**config.mk**
```make
export PLATFORM = sky130hd
export DESIGN_NAME = mexp_ctrl
export DESIGN_NICKNAME = d
export VERILOG_FILES = /design/src/sv/mexp_pkg.sv /design/src/sv/mexp_ctrl.sv
export SDC_FILE = /design/constraint.sdc
export NUM_CORES = 1
export LEC_CHECK = 0
export BUFFER_PORTS_ARGS = -buffer_cell sky130_fd_sc_hd__buf_2
export CAP_MARGIN = 20
export CORE_AREA = 3 3 40 42
export CTS_CLUSTER_DIAMETER = 200
export DETAILED_ROUTE_END_ITERATION = 10
export DIE_AREA = 0 0 43 45
export PLACE_DENSITY = 0.39
export SYNTH_ARGS = -nofsm -noshare
export SYNTH_HDL_FRONTEND = slang
export SYNTH_SLANG_ARGS = --single-unit
```
**constraint.sdc**
```tcl
create_clock -name clock -period 3.75 [get_ports clock]
set_input_delay 0.5625 -clock clock [delete_from_list [all_inputs] [get_ports clock]]
set_output_delay 0.5625 -clock clock [all_outputs]
set_load 0.05 [all_outputs]
```
**src/sv/mexp_pkg.sv**
```systemverilog
// Shared types and constants for the modular exponentiation core.
// Holds the controller state encoding, the command and status bundles, and defaults.
// No dependencies.
`default_nettype none

package mexp_pkg;

   // Fixed port widths.
   localparam int DATA_WIDTH = 32;

   // Defaults for the top-level parameters.
   localparam int EXP_WIDTH_DEFAULT = 32;
   localparam int MOD_WIDTH_DEFAULT = 32;

   // Modulus register value after reset.
   localparam logic [DATA_WIDTH-1:0] MODULUS_RESET = 32'd1000000007;

   // Controller states.
   typedef enum logic [2:0] {
      ST_IDLE,
      ST_BASE,
      ST_CHECK,
      ST_RED,
      ST_DONE
   } state_type;

   // Commands from the controller to the datapath.
   typedef struct packed {
      logic load;        // Latch exponent, set accumulator to one, start base reduction.
      logic take_base;   // Running base takes the reduced input base.
      logic mult;        // Start both products and their reductions.
      logic step;        // Commit reduced products and shift the exponent.
      logic write_out;   // Load the result register.
   } cmd_type;

   // Status from the datapath to the controller.
   typedef struct packed {
      logic red_busy;    // Reduction still running.
      logic exp_zero;    // No set exponent bits remain.
      logic mod_small;   // Modulus is zero or one.
   } status_type;

endpackage

`default_nettype wire

```
**src/sv/mexp_ctrl.sv**
```systemverilog
// Controller state machine for the modular exponentiation core.
// Sequences base reduction, square-and-multiply rounds and result handoff. Uses mexp_pkg.
`default_nettype none

module mexp_ctrl (
   input  wire logic                 clock,
   input  wire logic                 reset,
   input  wire logic                 req_valid,
   output logic                      req_ready,
   output logic                      rsp_valid,
   input  wire logic                 rsp_ready,
   input  wire mexp_pkg::status_type status,
   output mexp_pkg::cmd_type         cmd
);

   mexp_pkg::state_type state_ff, state_in;
   logic                rsp_valid_ff, rsp_valid_in;

   // State register and result-valid flag.
   always_ff @(posedge clock) begin
      if (reset) begin
         state_ff     <= mexp_pkg::ST_IDLE;
         rsp_valid_ff <= 1'b0;
      end else begin
         state_ff     <= state_in;
         rsp_valid_ff <= rsp_valid_in;
      end
   end

   // Next state and commands.
   always_comb begin
      state_in     = state_ff;
      cmd          = '0;
      req_ready    = 1'b0;
      rsp_valid_in = rsp_valid_ff && !rsp_ready;
      case (state_ff)
         mexp_pkg::ST_IDLE: begin
            req_ready = 1'b1;
            if (req_valid) begin
               cmd.load = 1'b1;
               state_in = status.mod_small ? mexp_pkg::ST_DONE : mexp_pkg::ST_BASE;
            end
         end
         mexp_pkg::ST_BASE: begin
            if (!status.red_busy) begin
               cmd.take_base = 1'b1;
               state_in      = mexp_pkg::ST_CHECK;
            end
         end
         mexp_pkg::ST_CHECK: begin
            if (status.exp_zero) begin
               state_in = mexp_pkg::ST_DONE;
            end else begin
               cmd.mult = 1'b1;
               state_in = mexp_pkg::ST_RED;
            end
         end
         mexp_pkg::ST_RED: begin
            if (!status.red_busy) begin
               cmd.step = 1'b1;
               state_in = mexp_pkg::ST_CHECK;
            end
         end
         mexp_pkg::ST_DONE: begin
            // Hand off once the output register is free or being emptied.
            if (!rsp_valid_ff || rsp_ready) begin
               cmd.write_out = 1'b1;
               rsp_valid_in  = 1'b1;
               state_in      = mexp_pkg::ST_IDLE;
            end
         end
         default: begin
            state_in = mexp_pkg::ST_IDLE;
         end
      endcase
   end

   assign rsp_valid = rsp_valid_ff;

endmodule

`default_nettype wire

```
# == Yosys cells after proc, flatten, opt, wreduce, memory -nomap -nowiden ==
# Cells that the tools add are included.
# word_totals
reg_bits,4
input_bits,7
out_inout_bits,7
# op_classes
n_eq_ne,7
muxes,18
reduce_logical,7
# ops
op,n
$mux 3,5
$mux 1,12
$pmux 3 s4,1
$eq 3x2->1 const B,2
$ne 2x2->1 const B,3
$eq 3x1->1 const B,1
$eq 3x3->1 const B,1
$logic_not 3->1,1
$reduce_and 3->1,1
$logic_not 1->1,2
$reduce_or 2->1,1
$logic_and 1x1->1,1
$logic_or 1x1->1,1

# == Depth between registers and ports, before layout ==
# Gate-level depths: netlist (run 1).
# depth
depth_word,4
mapped_depth,3
ltp_nobuf,3

# == Least setup slack after synthesis (run 1) ==
# OpenSTA, ideal clock, no wires.
# synth_timing
kind,input -> output
from,input status[1] (netlist bit)
to,output cmd[2] (netlist bit)
t_arrival_ps,2280
required_time_ps,3188
setup_slack_ps,908
cell_stages,1
path_buffers,0
path_cell_list,nor4b_1
# synth_between
elab_chain_len,2
# synth_rtl
item,line,text
from (decl),mexp_ctrl.sv:12,"input wire mexp_pkg::status_type status,"
$mux 1,mexp_ctrl.sv:51,if (status.exp_zero) begin
$mux 1,mexp_ctrl.sv:36,case (state_ff)
to (decl),mexp_ctrl.sv:13,output mexp_pkg::cmd_type cmd
# Every way passes these cells.

==> impl_metrics.csv, run 1 <==
group,metric,value,unit
setup_path,startpoint_type,"register",
hold_path,hp-start,"rsp_valid",
sta,tightestPinTransition,0.346,ns
sta,max_freq,479,MHz
grt,grt_use_met1,8.41,%
setup_path,cp_data_required_time,3.19,ns
yosys,yosysSeqAreaShare,29.4,%
setup_path,r2r_cells,3,
setup_path,slowest_stage,"dfxtp_1",
drt,avgViaCountPerCell,4.56,
setup_path,reg2reg_from,"state_ff[1]",
setup_path,crit_type,"reg2out",
finish,drive_gt1_share,47.8,%
floorplanning,dieArea,0.00194,mm²
yosys,synth-seq-cells,4,
place,port_buffers,13,
drt,wl,646,µm
power_and_ir_drop,vdd_ir_drop_max,0.152,mV
yosys,ys_types,21,
yosys,ys.flop_type,"dfxtp_1",
grt,grt_overflow,0,
grt,top_usage_layer,"met2",
sta,setup-violations-final,0,
sta,finalHoldViolCount,0,
yosys,synth_top_area_cell,"dfxtp_1",
drt,drtIter0Drc,2,
job,maxCapViolations,0,
sta,finalClockSkew,0.00370,ns
setup_path,cp_slowest_stage_delay,0.42,ns
yosys,netlist_instances,30,
setup_path,crit_path_max_fanout,8,
finish,diodes,0,
place,dp_hpwl,536,µm
floorplanning,die_w,43,µm
drt,dr.pass1.iters,2,
hold_path,hp-class,"reg2reg",
sta,report.final.slew_viol_count,0,
drt,vias,278,
clock_tree,root_buffer,"clkbuf_4",
clock_tree,clk_pin_slew_worst_paths,0.04,ns
grt,grt_max_degree,11,
floorplanning,initial_core_util,21.2,%
yosys,synthMostInstantiatedCell,"dfxtp_1",
floorplanning,die_h,45,µm
yosys,syn_avg_cell_area,9.09,µm²
sta,whs,0.557,ns
setup_path,crit_chain,"or3b_4 -> and2b_2 -> buf_2",
yosys,synth_enable_flop_cells,0,
setup_path,arrival,1.52,ns
clock_tree,cts_setup_buffers,0,
floorplanning,pin_count,14,
drt,wl_per_cell,10.6,µm
clock_tree,h-tree-depth,1,
clock_tree,worstSkewPairLatency,0.23,ns
floorplanning,core,0.00128,mm²
grt,use_met3,2.39,%
grt,grt_pass1_vias,284,
yosys,synth-async-reset-ratio,0,%
grt,antenna_found_initial,0,
setup_path,r2r_end,"state_ff[1]",
clock_tree,cts.repair.resized,0,
finish,nets,55,
sta,tns,0,ns
drt,antenna_left,0,
drt,remaining_drc_errors,0,
power_and_ir_drop,cellLeakagePower,0.175,nW
yosys,yosys_warnings,0,
clock_tree,clock-sinks,4,
sta,rsz0062_at_grt,"no",
clock_tree,cts_buffers,3,
outcome,status,"finished clean",
yosys,synthTopCellsByArea,"dfxtp_1, nand3b_1, nand2b_1",
finish,syn2layout_area_growth,39.0,%
power_and_ir_drop,p_per_area,453,mW/mm²
yosys,syn-cell-area,273,µm²
power_and_ir_drop,total_power,0.172,mW
sta,relSlewSlack,76.6,%
yosys,syn_nets,37,
yosys,synth_commonest_cells,"dfxtp_1, nand2b_1, nand3b_1, and2b_2, nor3_1",
clock_tree,clock_path_buffers,2,
setup_path,r2r_setup_slack,2.45,ns
clock_tree,ctsHoldBuffers,0,
sta,min_period_over_period,55.7,%
sta,period_minus_slack,2.09,ns
grt,grt_pass1_wl,1150,µm
hold_path,hold_end,"rsp_valid",
floorplanning,core.rowCount,13,
hold_path,hold_depth,2,
place,place.gp.congestion,0.731,
setup_path,crit_path_end_kind,"output pin",
grt,grtUsageMet2,14.1,%
clock_tree,cts_tree,"built",
grt,grt_use_total,7.82,%
yosys,synth_top_area_share,29.4,%
[logic make-up (layout without fill, tap and decap cells)]
logic type | count (synthesis) | after routing | synth area share [%]
buf+inv | 0 | 16 | 0
flops | 4 | 4 | 29.4
simple gates | 19 | 19 | 49.1
compound gates | 6 | 6 | 17.9
mux | 1 | 1 | 3.67
[critical path, delay by kind of cell (launching register included)]
kind | cells | cell delay (ns)
simple gates | 2 | 0.63
buf+inv | 1 | 0.25
flops | 1 | 0.42
[worst max-delay path by stage]
| stage | start | endpoint | slack (ns) | depth (start not counted) |
|---|---|---|---|---|
| finish | state_ff[2] | cmd[0] | 1.66 | 3 |
| global route | state_ff[2] | cmd[0] | 1.58 | 3 |
| CTS | state_ff[2] | cmd[0] | 1.65 | 3 |
| detailed placement | status[1] | cmd[2] | 1.85 | 3 |
| global placement | status[1] | cmd[2] | 1.82 | 3 |
| floorplan | status[1] | cmd[2] | 0.91 | 1 |
[placed cells by master, fill, tap and decap left out]
cell and instances:
or4_1 1, nand2b_1 3, a21oi_2 1, a21oi_1 1, nand2_1 1, nor3_1 2, a211o_2 1, dfxtp_1 4
o21bai_1 1, nand3b_1 3, nor4b_1 1, o211ai_2 1, and2b_2 2, and2_1 1, o21ai_0 1, clkbuf_4 3
mux2i_1 1, or2_1 1, nor3b_1 1, and3b_1 1, or3b_4 1, buf_2 13, nand3_1 1
[state kept, by name, indices dropped and copies added (netlist names)]
register / cells
state_ff: 3
rsp_valid: 1
[power by group]
group          switching [mW]  internal (mW)  leakage (nW)
logic                  0.0435         0.0230         0.128
clock network          0.0156         0.0357        0.0138
registers             0.00679         0.0471        0.0327
[metal layers]
metal | share of wire, % | vias up
li1 | - | 145
met1 | 43 | 127
met2 | 51 | 6
met3 | 5.4 | 0
met4 | 0 | 0
met5 | 0 | -
[through the flow]
stage               setup WS [ns]  cells  instance area (µm²)  utilization [%]
floorplan                   0.908     30                  273                -
global placement             1.82     58                  357             27.8
detailed placement           1.85     58                  357             27.8
CTS                          1.65     61                  379             29.5
global route                 1.58     61                  379             29.5
finish                       1.66     61                  379             29.5
[area by class of cell]
class	instances	area [µm²]
multi-input cells	26	193
flip-flops and latches	4	80.1
repair buffers	13	65.1
clock buffers	3	22.5
well taps	15	18.8
fillers	156	906
(Power assumes the default switching activity.)
==> run 2: changes to the inputs <==
- ABC_AREA: not set -> 1
- PLACE_DENSITY: 0.39 -> 0.42
- clock period: 3.75 -> 1.87 ns (I/O delays scaled with it)
==> impl_metrics.csv, run 2 <==
group,metric,value,unit
place,port_buffers,13,
sta,tightestPinTransition,0.250,ns
floorplanning,dieArea,0.00194,mm²
outcome,status,"finished clean",
sta,max_freq,658,MHz
drt,remaining_drc_errors,0,
setup_path,startpoint_type,"register",
clock_tree,worstSkewPairLatency,0.23,ns
power_and_ir_drop,p_per_area,1750,mW/mm²
yosys,synth_top_area_share,27.9,%
clock_tree,cts.repair.resized,0,
floorplanning,pin_count,14,
drt,dr.pass1.iters,4,
yosys,yosysSeqAreaShare,27.9,%
job,maxCapViolations,0,
finish,syn2layout_area_growth,37.1,%
grt,grt_use_met1,7.91,%
hold_path,hold_end,"state_ff[2]",
finish,nets,75,
yosys,syn-cell-area,287,µm²
clock_tree,clk_pin_slew_worst_paths,0.04,ns
setup_path,reg2reg_from,"state_ff[1]",
sta,min_period_over_period,81.2,%
clock_tree,cts_setup_buffers,0,
floorplanning,initial_core_util,22.3,%
floorplanning,core.rowCount,13,
sta,rsz0062_at_grt,"no",
setup_path,arrival,1.24,ns
finish,largest_register_ffs,3,
floorplanning,die_h,45,µm
yosys,ys_types,12,
clock_tree,clock_path_buffers,2,
setup_path,crit_chain,"inv_1 -> nand2_1 -> nor3_1 -> buf_2",
sta,relSlewSlack,83.4,%
yosys,synth-async-reset-ratio,0,%
hold_path,hold_depth,2,
drt,antenna_left,0,
sta,setup-violations-final,0,
yosys,yosys_warnings,0,
finish,finish.utilization,30.6,%
grt,grt_overflow,0,
power_and_ir_drop,cellLeakagePower,0.238,nW
setup_path,cp_data_required_time,1.59,ns
power_and_ir_drop,vdd_ir_drop_max,0.632,mV
clock_tree,ctsHoldBuffers,0,
clock_tree,cts_tree,"built",
sta,report.final.slew_viol_count,0,
clock_tree,root_buffer,"clkbuf_4",
grt,grt_pass1_wl,1040,µm
yosys,ys.flop_type,"dfxtp_1",
place,dp_hpwl,570,µm
grt,top_usage_layer,"met2",
clock_tree,clock-sinks,4,
yosys,syn_nets,57,
grt,use_met3,2.79,%
sta,finalClockSkew,0.00362,ns
finish,layout_common_cells,"nand2_1, buf_2, inv_1, nor2_1, nand3_1",
yosys,synth_top_area_cell,"dfxtp_1",
floorplanning,die_w,43,µm
floorplanning,core,0.00128,mm²
setup_path,crit_type,"reg2out",
clock_tree,h-tree-depth,1,
setup_path,slowest_stage,"dfxtp_1",
hold_path,hp-start,"reset",
place,place.gp.congestion,0.711,
drt,avgViaCountPerCell,4.26,
grt,grt_max_degree,7,
setup_path,crit_path_max_fanout,6,
yosys,synth-seq-cells,4,
hold_path,hp-class,"in2reg",
yosys,synth_commonest_cells,"nand2_1, inv_1, nor2_1, nand3_1, dfxtp_1",
yosys,syn_avg_cell_area,5.73,µm²
sta,finalHoldViolCount,0,
grt,antenna_found_initial,0,
setup_path,r2r_cells,6,
drt,wl_per_cell,8.16,µm
sta,period_minus_slack,1.52,ns
sta,tns,0,ns
sta,whs,0.242,ns
drt,drtIter0Drc,7,
finish,diodes,0,
clock_tree,cts_buffers,3,
drt,vias,345,
setup_path,crit_path_end_kind,"output pin",
finish,top_register,"state_ff",
finish,fill_cells,149,
setup_path,r2r_end,"state_ff[1]",
drt,wl,661,µm
finish,drive_gt1_share,28.8,%
grt,grt_pass1_vias,297,
grt,grt_use_total,6.90,%
setup_path,cp_slowest_stage_delay,0.33,ns
setup_path,r2r_setup_slack,0.82,ns
grt,grtUsageMet2,11.1,%
yosys,synthTopCellsByArea,"dfxtp_1, nand2_1, inv_1",
yosys,netlist_instances,50,
yosys,synthMostInstantiatedCell,"nand2_1",
yosys,synth_enable_flop_cells,0,
## run 2: report_power, final
group          switching [mW]  internal, mW
logic                   0.317         0.116
clock network          0.0320        0.0716
registers              0.0373         0.114
total                   0.386         0.302
## run 2: logic make-up after synthesis
| group | count (synthesis) | share of synthesized area, % |
|---|---|---|
| flip-flops | 4 | 27.9 |
| AND/OR/NAND/NOR | 34 | 55.5 |
| buffers and inverters | 10 | 13.1 |
| AO/OA/AOI/OAI | 2 | 3.49 |
## run 2: how the worst max path moves through the flow
stage | start | end | depth (start not counted)
6_report | state_ff[2] | cmd[1] | 4
5_1_grt | state_ff[2] | cmd[1] | 4
3_5_place_dp | state_ff[2] | cmd[1] | 4
2_1_floorplan | state_ff[2] | cmd[1] | 3
4_1_cts | state_ff[2] | cmd[1] | 4
3_3_place_gp | state_ff[2] | cmd[1] | 4
## run 2: area by class of cell
type	instances	area [µm²]	share of cell area (%)
well taps	15	18.8	4.78
repair buffers	13	65.1	16.6
flip-flops and latches	4	80.1	20.4
clock buffers	3	22.5	5.73
inverters	10	37.5	9.55
multi-input cells	36	169	43.0
## run 2: stage by stage
| step | cell area [µm²] | setup WS [ns] | total power, mW | cells |
|---|---|---|---|---|
| finish | 393 | 0.351 | 0.688 | 81 |
| global route | 393 | 0.206 | 0.755 | 81 |
| CTS | 393 | 0.324 | 0.698 | 81 |
| detailed placement | 370 | 0.583 | 0.589 | 78 |
| global placement | 370 | 0.586 | 0.597 | 78 |
| floorplan | 287 | -0.0125 | 0.504 | 50 |
## run 2: per-layer routing
layer	up-vias	part of all wire (%)
li1	185	-
met1	149	44
met2	11	47
met3	0	8.6
met4	0	0
met5	-	0
## run 2: critical path, delay by kind of cell, from the launching register on
family                 cells  cell delay (ns)
and+or+nand+nor            2             0.24
buffers and inverters      2             0.44
DFF                        1             0.33
